===== src/hw/rtl/wbtp_pkg.sv =====
package wbtp_pkg;

    localparam int MAX_TASKS_DEF = 16;

    localparam int SLOT_W       = 4;
    localparam int WEIGHT_W     = 32;
    localparam int COUNT_W      = 32;
    localparam int HANDLE_W     = 64;
    localparam int PROD_W       = WEIGHT_W + COUNT_W;
    localparam int FRAC_W       = 16;
    localparam int KEY_W        = PROD_W - FRAC_W;
    localparam int TASK_COUNT_W = 5;

    localparam int S_TDATA_W = ((SLOT_W + WEIGHT_W + HANDLE_W + 7) / 8) * 8;
    localparam int M_TDATA_W = ((HANDLE_W + SLOT_W + 7) / 8) * 8;

    localparam logic [COUNT_W-1:0] COUNT_MAX = '1;
    localparam logic [COUNT_W-1:0] COUNT_ONE = COUNT_W'(1);

    localparam logic OP_LOAD = 1'b0;
    localparam logic OP_PICK = 1'b1;

    typedef struct packed {
        logic [WEIGHT_W-1:0] weight;
        logic [COUNT_W-1:0]  count;
        logic [HANDLE_W-1:0] handle;
    } entry_t;

    // One scanned slot after the multiplier stage.
    typedef struct packed {
        logic                    valid;
        logic [TASK_COUNT_W-1:0] idx;
        logic [KEY_W-1:0]        key;
        entry_t                  entry;
    } key_beat_t;

endpackage


===== src/hw/rtl/wbtp_table.sv =====
module wbtp_table #(
    parameter int MAX_TASKS = wbtp_pkg::MAX_TASKS_DEF,
    parameter int ADDR_W    = (MAX_TASKS > 1) ? $clog2(MAX_TASKS) : 1
) (
    input  logic                  aclk,
    input  logic                  wr_en,
    input  logic [ADDR_W-1:0]     wr_addr,
    input  wbtp_pkg::entry_t      wr_data,
    input  logic                  rd_en,
    input  logic [ADDR_W-1:0]     rd_addr,
    output wbtp_pkg::entry_t      rd_data
);

    wbtp_pkg::entry_t mem [MAX_TASKS];
    wbtp_pkg::entry_t rd_data_reg;

    always_ff @(posedge aclk) begin
        if (wr_en) begin
            mem[wr_addr] <= wr_data;
        end
    end

    always_ff @(posedge aclk) begin
        if (rd_en) begin
            rd_data_reg <= mem[rd_addr];
        end
    end

    assign rd_data = rd_data_reg;

endmodule


===== src/hw/rtl/wbtp_key.sv =====
module wbtp_key (
    input  logic                                 aclk,
    input  logic                                 aresetn,
    input  logic                                 in_valid,
    input  logic [wbtp_pkg::TASK_COUNT_W-1:0]    in_idx,
    input  wbtp_pkg::entry_t                     in_entry,
    output wbtp_pkg::key_beat_t                  out_beat
);

    logic [wbtp_pkg::PROD_W-1:0] prod;
    wbtp_pkg::key_beat_t         beat_reg;

    // Exact Q16.16 times integer product; the key drops the fraction bits.
    assign prod = wbtp_pkg::PROD_W'(in_entry.weight) * wbtp_pkg::PROD_W'(in_entry.count);

    always_ff @(posedge aclk) begin
        if (!aresetn) begin
            beat_reg.valid <= 1'b0;
        end else begin
            beat_reg.valid <= in_valid;
        end
        beat_reg.idx   <= in_idx;
        beat_reg.key   <= prod[wbtp_pkg::PROD_W-1:wbtp_pkg::FRAC_W];
        beat_reg.entry <= in_entry;
    end

    assign out_beat = beat_reg;

endmodule


===== src/hw/rtl/weighted_beatty_task_picker.sv =====
// Weighted task picker. The input stream carries load and pick words: s_tuser
// selects the operation, s_tdata carries slot, weight and handle. A load word
// writes one table slot and sets its service count to one; it gives no output.
// A pick word scans the slots below task_count, at most MAX_TASKS, one table read a cycle,
// multiplies weight by count and keeps the first slot with the smallest key.
// The winner's count is advanced and written back, and one output word gives
// its handle and slot, with m_tuser flagging a nonzero handle.
// A load is handled in the idle state. A pick reads the active slots one a cycle
// through the table read port, then passes the read register, the multiplier
// stage, write-back and hand-off to the output register; a pick with task_count
// zero goes straight to the output register. One word is in work at a time.
// The output word sits in a register, so a new input word is taken while the
// result waits; a pick that finishes while the receiver stalls holds until the
// output register frees. Reset clears task_count and all control state; table
// contents are undefined until loaded. cfg_wr_en writes task_count.
module weighted_beatty_task_picker #(
    parameter int MAX_TASKS = wbtp_pkg::MAX_TASKS_DEF
) (
    input  logic                                aclk,
    input  logic                                aresetn,
    input  logic                                cfg_wr_en,
    input  logic [wbtp_pkg::TASK_COUNT_W-1:0]   cfg_wr_data,
    input  logic                                s_tvalid,
    output logic                                s_tready,
    // slot [3:0], weight [35:4], task_handle [99:36], zero fill
    input  logic [wbtp_pkg::S_TDATA_W-1:0]      s_tdata,
    // op [0]
    input  logic                                s_tuser,
    output logic                                m_tvalid,
    input  logic                                m_tready,
    // chosen_handle [63:0], chosen_slot [67:64], zero fill
    output logic [wbtp_pkg::M_TDATA_W-1:0]      m_tdata,
    // has_task [0]
    output logic                                m_tuser
);

    localparam int ADDR_W = (MAX_TASKS > 1) ? $clog2(MAX_TASKS) : 1;
    localparam int TCW    = wbtp_pkg::TASK_COUNT_W;

    typedef enum logic [3:0] {
        ST_IDLE    = 4'b0001,
        ST_SCAN    = 4'b0010,
        ST_WRITE   = 4'b0100,
        ST_DELIVER = 4'b1000
    } state_t;

    state_t state_reg, state_next;

    logic [TCW-1:0] task_count_reg;
    logic [TCW-1:0] active;

    logic [wbtp_pkg::SLOT_W-1:0]   in_slot;
    logic [wbtp_pkg::WEIGHT_W-1:0] in_weight;
    logic [wbtp_pkg::HANDLE_W-1:0] in_handle;
    logic                          in_accept;

    logic [TCW-1:0] issue_idx_reg;
    logic           rd_valid_reg;
    logic [TCW-1:0] rd_idx_reg;
    logic           issue;

    logic                wr_en;
    logic [ADDR_W-1:0]   wr_addr;
    wbtp_pkg::entry_t    wr_data;
    wbtp_pkg::entry_t    rd_data;
    wbtp_pkg::key_beat_t beat;

    logic [TCW-1:0]            best_idx_reg;
    logic [wbtp_pkg::KEY_W-1:0] best_key_reg;
    wbtp_pkg::entry_t          best_entry_reg;
    logic [wbtp_pkg::COUNT_W-1:0] next_count;

    logic [wbtp_pkg::HANDLE_W-1:0] res_handle_reg;
    logic [wbtp_pkg::SLOT_W-1:0]   res_slot_reg;
    logic                          res_has_reg;

    logic                          m_tvalid_reg;
    logic [wbtp_pkg::HANDLE_W-1:0] m_handle_reg;
    logic [wbtp_pkg::SLOT_W-1:0]   m_slot_reg;
    logic                          m_has_reg;
    logic                          out_free;

    assign in_slot   = s_tdata[wbtp_pkg::SLOT_W-1:0];
    assign in_weight = s_tdata[wbtp_pkg::SLOT_W +: wbtp_pkg::WEIGHT_W];
    assign in_handle = s_tdata[wbtp_pkg::SLOT_W + wbtp_pkg::WEIGHT_W +: wbtp_pkg::HANDLE_W];

    assign s_tready  = (state_reg == ST_IDLE);
    assign in_accept = s_tvalid && s_tready;
    assign out_free  = !m_tvalid_reg || m_tready;

    always_comb begin
        if (int'(task_count_reg) > MAX_TASKS) begin
            active = TCW'(MAX_TASKS);
        end else begin
            active = task_count_reg;
        end
    end

    always_ff @(posedge aclk) begin
        if (!aresetn) begin
            task_count_reg <= '0;
        end else if (cfg_wr_en) begin
            task_count_reg <= cfg_wr_data;
        end
    end

    assign issue = (state_reg == ST_SCAN) && (issue_idx_reg < active);

    always_comb begin
        if (best_entry_reg.count != wbtp_pkg::COUNT_MAX) begin
            next_count = best_entry_reg.count + wbtp_pkg::COUNT_ONE;
        end else begin
            next_count = best_entry_reg.count;
        end
    end

    // The table has one write port, shared by loads and the count write-back.
    always_comb begin
        wr_en   = 1'b0;
        wr_addr = ADDR_W'(in_slot);
        wr_data.weight = in_weight;
        wr_data.count  = wbtp_pkg::COUNT_ONE;
        wr_data.handle = in_handle;
        if (state_reg == ST_WRITE) begin
            wr_en          = 1'b1;
            wr_addr        = ADDR_W'(best_idx_reg);
            wr_data.weight = best_entry_reg.weight;
            wr_data.count  = next_count;
            wr_data.handle = best_entry_reg.handle;
        end else if (in_accept && s_tuser == wbtp_pkg::OP_LOAD
                     && int'(in_slot) < MAX_TASKS) begin
            wr_en = 1'b1;
        end
    end

    wbtp_table #(
        .MAX_TASKS (MAX_TASKS),
        .ADDR_W    (ADDR_W)
    ) u_table (
        .aclk    (aclk),
        .wr_en   (wr_en),
        .wr_addr (wr_addr),
        .wr_data (wr_data),
        .rd_en   (issue),
        .rd_addr (ADDR_W'(issue_idx_reg)),
        .rd_data (rd_data)
    );

    wbtp_key u_key (
        .aclk     (aclk),
        .aresetn  (aresetn),
        .in_valid (rd_valid_reg),
        .in_idx   (rd_idx_reg),
        .in_entry (rd_data),
        .out_beat (beat)
    );

    always_comb begin
        state_next = state_reg;
        unique case (state_reg)
            ST_IDLE: begin
                if (in_accept && s_tuser == wbtp_pkg::OP_PICK) begin
                    if (active == '0) begin
                        state_next = ST_DELIVER;
                    end else begin
                        state_next = ST_SCAN;
                    end
                end
            end
            ST_SCAN: begin
                if (beat.valid && beat.idx == active - TCW'(1)) begin
                    state_next = ST_WRITE;
                end
            end
            ST_WRITE: begin
                state_next = ST_DELIVER;
            end
            ST_DELIVER: begin
                if (out_free) begin
                    state_next = ST_IDLE;
                end
            end
            default: begin
                state_next = ST_IDLE;
            end
        endcase
    end

    always_ff @(posedge aclk) begin
        if (!aresetn) begin
            state_reg     <= ST_IDLE;
            issue_idx_reg <= '0;
            rd_valid_reg  <= 1'b0;
        end else begin
            state_reg    <= state_next;
            rd_valid_reg <= issue;
            if (in_accept) begin
                issue_idx_reg <= '0;
            end else if (issue) begin
                issue_idx_reg <= issue_idx_reg + TCW'(1);
            end
        end
        rd_idx_reg <= issue_idx_reg;
    end

    // The first slot always seeds the search; later ones win only when strictly smaller.
    always_ff @(posedge aclk) begin
        if (state_reg == ST_SCAN && beat.valid
            && (beat.idx == '0 || beat.key < best_key_reg)) begin
            best_idx_reg   <= beat.idx;
            best_key_reg   <= beat.key;
            best_entry_reg <= beat.entry;
        end
    end

    always_ff @(posedge aclk) begin
        if (in_accept) begin
            res_handle_reg <= '0;
            res_slot_reg   <= '0;
            res_has_reg    <= 1'b0;
        end else if (state_reg == ST_WRITE) begin
            res_handle_reg <= best_entry_reg.handle;
            res_slot_reg   <= best_idx_reg[wbtp_pkg::SLOT_W-1:0];
            res_has_reg    <= (best_entry_reg.handle != '0);
        end
    end

    always_ff @(posedge aclk) begin
        if (!aresetn) begin
            m_tvalid_reg <= 1'b0;
        end else if (state_reg == ST_DELIVER && out_free) begin
            m_tvalid_reg <= 1'b1;
        end else if (m_tready) begin
            m_tvalid_reg <= 1'b0;
        end
        if (state_reg == ST_DELIVER && out_free) begin
            m_handle_reg <= res_handle_reg;
            m_slot_reg   <= res_slot_reg;
            m_has_reg    <= res_has_reg;
        end
    end

    assign m_tvalid = m_tvalid_reg;
    assign m_tdata  = wbtp_pkg::M_TDATA_W'({m_slot_reg, m_handle_reg});
    assign m_tuser  = m_has_reg;

endmodule


===== config.mk =====
export PLATFORM = sky130hd
export DESIGN_NAME = weighted_beatty_task_picker
export DESIGN_NICKNAME = d
export VERILOG_FILES = /design/src/hw/rtl/wbtp_pkg.sv /design/src/hw/rtl/wbtp_table.sv /design/src/hw/rtl/wbtp_key.sv /design/src/hw/rtl/weighted_beatty_task_picker.sv
export SDC_FILE = /design/constraint.sdc
export NUM_CORES = 2
export LEC_CHECK = 0
export BUFFER_PORTS_ARGS = -buffer_cell sky130_fd_sc_hd__clkbuf_2
export CAP_MARGIN = 20
export CORE_MARGIN = 1
export CORE_UTILIZATION = 50
export CTS_CLUSTER_DIAMETER = 60
export DETAILED_ROUTE_END_ITERATION = 7
export GPL_ROUTABILITY_DRIVEN = 0
export PLACE_DENSITY = 0.66
export SYNTH_ARGS = -nofsm -noshare
export SYNTH_HDL_FRONTEND = slang
export SYNTH_SLANG_ARGS = --single-unit

===== constraint.sdc =====
create_clock -name aclk -period 19.2 [get_ports aclk]
set_input_delay 1.92 -clock aclk [delete_from_list [all_inputs] [get_ports aclk]]
set_output_delay 1.92 -clock aclk [all_outputs]
set_load 0.01 [all_outputs]

==> qor.yml <==
sta:
  hold_ws_ns: 0.324
  slew-limit-headroom_pct: 25.2
  finalSetupTns_ns: 0
  finalCritPeriodShare_pct: 45.9
  rsz0062_at_grt: "false"
  finClkSkew_ns: 0.0731
  hold_violations: 0
  min_period_ns: 8.81
  maxSlewViolCount: 0
  max_slew.worst_pin.slew_ns: 1.12
  setup_viol: 0
  fmaxAchievable_ghz: 0.114
critical_path:
  start_kind: "flop"
  path_buf_inv: 5
  r2r-start: "u_table.rd_data[112]"
  cp_cell_sequence: "buf_4, and2_1, fa_1, inv_1, fa_1, fa_1, fa_1, inv_1, fa_1, fa_1, fa_1, inv_1, fa_1, inv_1, ha_1, a21oi_1, o21ai_0, a221oi_1, a211oi_2, o311ai_1, o211ai_1, a31oi_1, o21ai_0, xor2_1"
  crit_path_frequent_cell: "fa_1"
  cp-endpoint: "u_key.out_beat[171]"
  cp.arrival_ns: 9.56
  crit_start: "u_table.rd_data[112]"
  ff2ff_setup_slack_ns: 10.39
  r2r_cells: 24
  worst_r2r_endpoint: "u_key.out_beat[171]"
  critPathSlowestCell: "edfxtp_1"
  path_class: "flop to flop"
  crit_path_max_incr_delay_ns: 0.78
  worst-path-stages: 24
  worst_ep_required_time_ns: 19.96
  crit_family: "adder cells"
  critPathMaxFanout: 24
  endpoint_kind: "flop"
synthesis:
  synthCells: 8066
  avgSynthCellArea_um2: 16.2
  yosys_warnings: 0
  ys_seq_area_share_pct: 59.7
  synth_area_um2: 131000
  synth_seq_cells: 2697
  async_flop_share_pct: 0
  synth.distinct_cells: 72
  synth_edf_count: 2425
  synthFlopType: "edfxtp_1"
grt:
  grt-ovfl-total: 0
  track_usage_pct: 24.2
  grt_pass1_wl_um: 471000
  antenna_found_initial: 8
  grt_max_degree: 142
  grt_pass1_vias: 73800
drt:
  ant_nets: 0
  routed_wirelength_um: 315000
  dr.pass1.iters: 5
  wire_per_inst_um: 26.3
  vias: 68900
  route.detailed.drc: 0
  drtIter0Drc: 6631
  vias_per_cell: 5.75
floorplan:
  core_um2: 260000
  row_count: 187
  die_h_um: 514
  initial_core_util_pct: 50.4
  die_area_um2: 264000
  pin_count: 190
  die_w_um: 514
hold_path:
  hold_class: "flop to flop"
clock_network:
  hold_buffers: 0
  cts-resized-gates: 0
  clockBufferDepth: 4
  clock_latency_ns: 0.95
  root_buffer: "clkbuf_16"
  path_clk_slew_ns: 0.06
  clkSinkCount: 2697
  numCtsBuffers: 287
  post-cts-setup-buffer-count: 0
  h-tree-depth: 5
  cts_tree: "built"
place:
  port_buffers: 181
  dpl.cell_count: 11500
  dp_hpwl_um: 176000
finish:
  instances_no_fill: 12000
  final_common_cell: "edfxtp_1"
  final_nets: 9607
  final_cell_mix: "edfxtp_1 (2425), inv_1 (947), fa_1 (895), nand2_1 (858), mux4_2 (640)"
  area_growth_pct: 10.7
  drive_gt1_share_pct: 16.6
  top_register: "u_table.mem"
  largest_reg_flops: 2048
job:
  maxCapViolations: 0
run_status:
  outcome: "completed"
==> routing by layer <==
layer  wire (um)  GRT usage (%)  up-vias
li1            -              -    29000
met1      130000           33.8    36700
met2      154000           39.9     2719
met3       23500           3.98      478
met4        6960           6.08        0
met5           0              0        -
==> worst min-delay path by stage <==
stage,cells after the start,to,start
2_1_floorplan,0,u_key.out_beat[176],rd_idx_reg[0]
3_3_place_gp,0,u_key.out_beat[176],rd_idx_reg[0]
3_5_place_dp,0,u_key.out_beat[176],rd_idx_reg[0]
4_1_cts,0,u_key.out_beat[177],rd_idx_reg[1]
5_1_grt,0,u_key.out_beat[179],rd_idx_reg[3]
6_report,0,u_key.out_beat[177],rd_idx_reg[1]
==> layout make-up <==
type | count | area (um2)
fillers | 20300 | 115000
clock buffers | 406 | 8110
diodes | 2 | 5.00
well taps | 3496 | 4370
clock inverters | 92 | 773
inverters | 948 | 3560
multi-input cells | 4019 | 47900
flip-flops and latches | 2697 | 78300
repair buffers | 330 | 2160
==> Yosys cell counts (10+ instances only) <==
master | count | area share [%]
a21o_1 | 44 | 0.25
a21oi_1 | 155 | 0.59
a31oi_1 | 12 | 0.057
and2_1 | 612 | 2.9
and3_1 | 17 | 0.081
buf_1 | 50 | 0.14
clkbuf_1 | 345 | 0.99
dfxtp_1 | 272 | 4.2
edfxtp_1 | 2425 | 56
fa_1 | 895 | 14
ha_1 | 314 | 3.0
inv_1 | 947 | 2.7
mux4_2 | 640 | 11
nand2_1 | 858 | 2.5
nand3_1 | 24 | 0.092
nand4_1 | 42 | 0.20
nor2_1 | 103 | 0.30
nor2b_1 | 13 | 0.062
nor3_1 | 17 | 0.065
nor4_1 | 20 | 0.095
o21a_1 | 10 | 0.057
o21ai_0 | 42 | 0.16
o21bai_1 | 12 | 0.069
xnor2_1 | 48 | 0.32
xor2_1 | 41 | 0.27
==> kinds of logic after synthesis <==
group | Yosys count | share of synthesized area [%]
other | 1 | 0.00286
AND/OR/NAND/NOR | 1741 | 6.49
multiplexers | 647 | 11.1
XOR/XNOR | 89 | 0.595
flip-flops | 2697 | 59.7
buffers and inverters | 1353 | 3.90
AO/OA/AOI/OAI | 329 | 1.57
adder cells (fa/ha/maj) | 1209 | 16.7
==> per-stage QoR <==
stage,setup slack [ns],instance area (um2),util [%]
2_1_floorplan,3.52,131000,-
5_1_grt,10.05,145000,55.8
3_5_place_dp,10.53,136000,52.4
6_report,10.39,145000,55.8
4_1_cts,10.48,145000,55.8
3_3_place_gp,10.58,136000,52.4
Power is left out: the tool's default activity adds up to more than one toggle a clock period on the data nets, which glitch-free logic cannot reach.
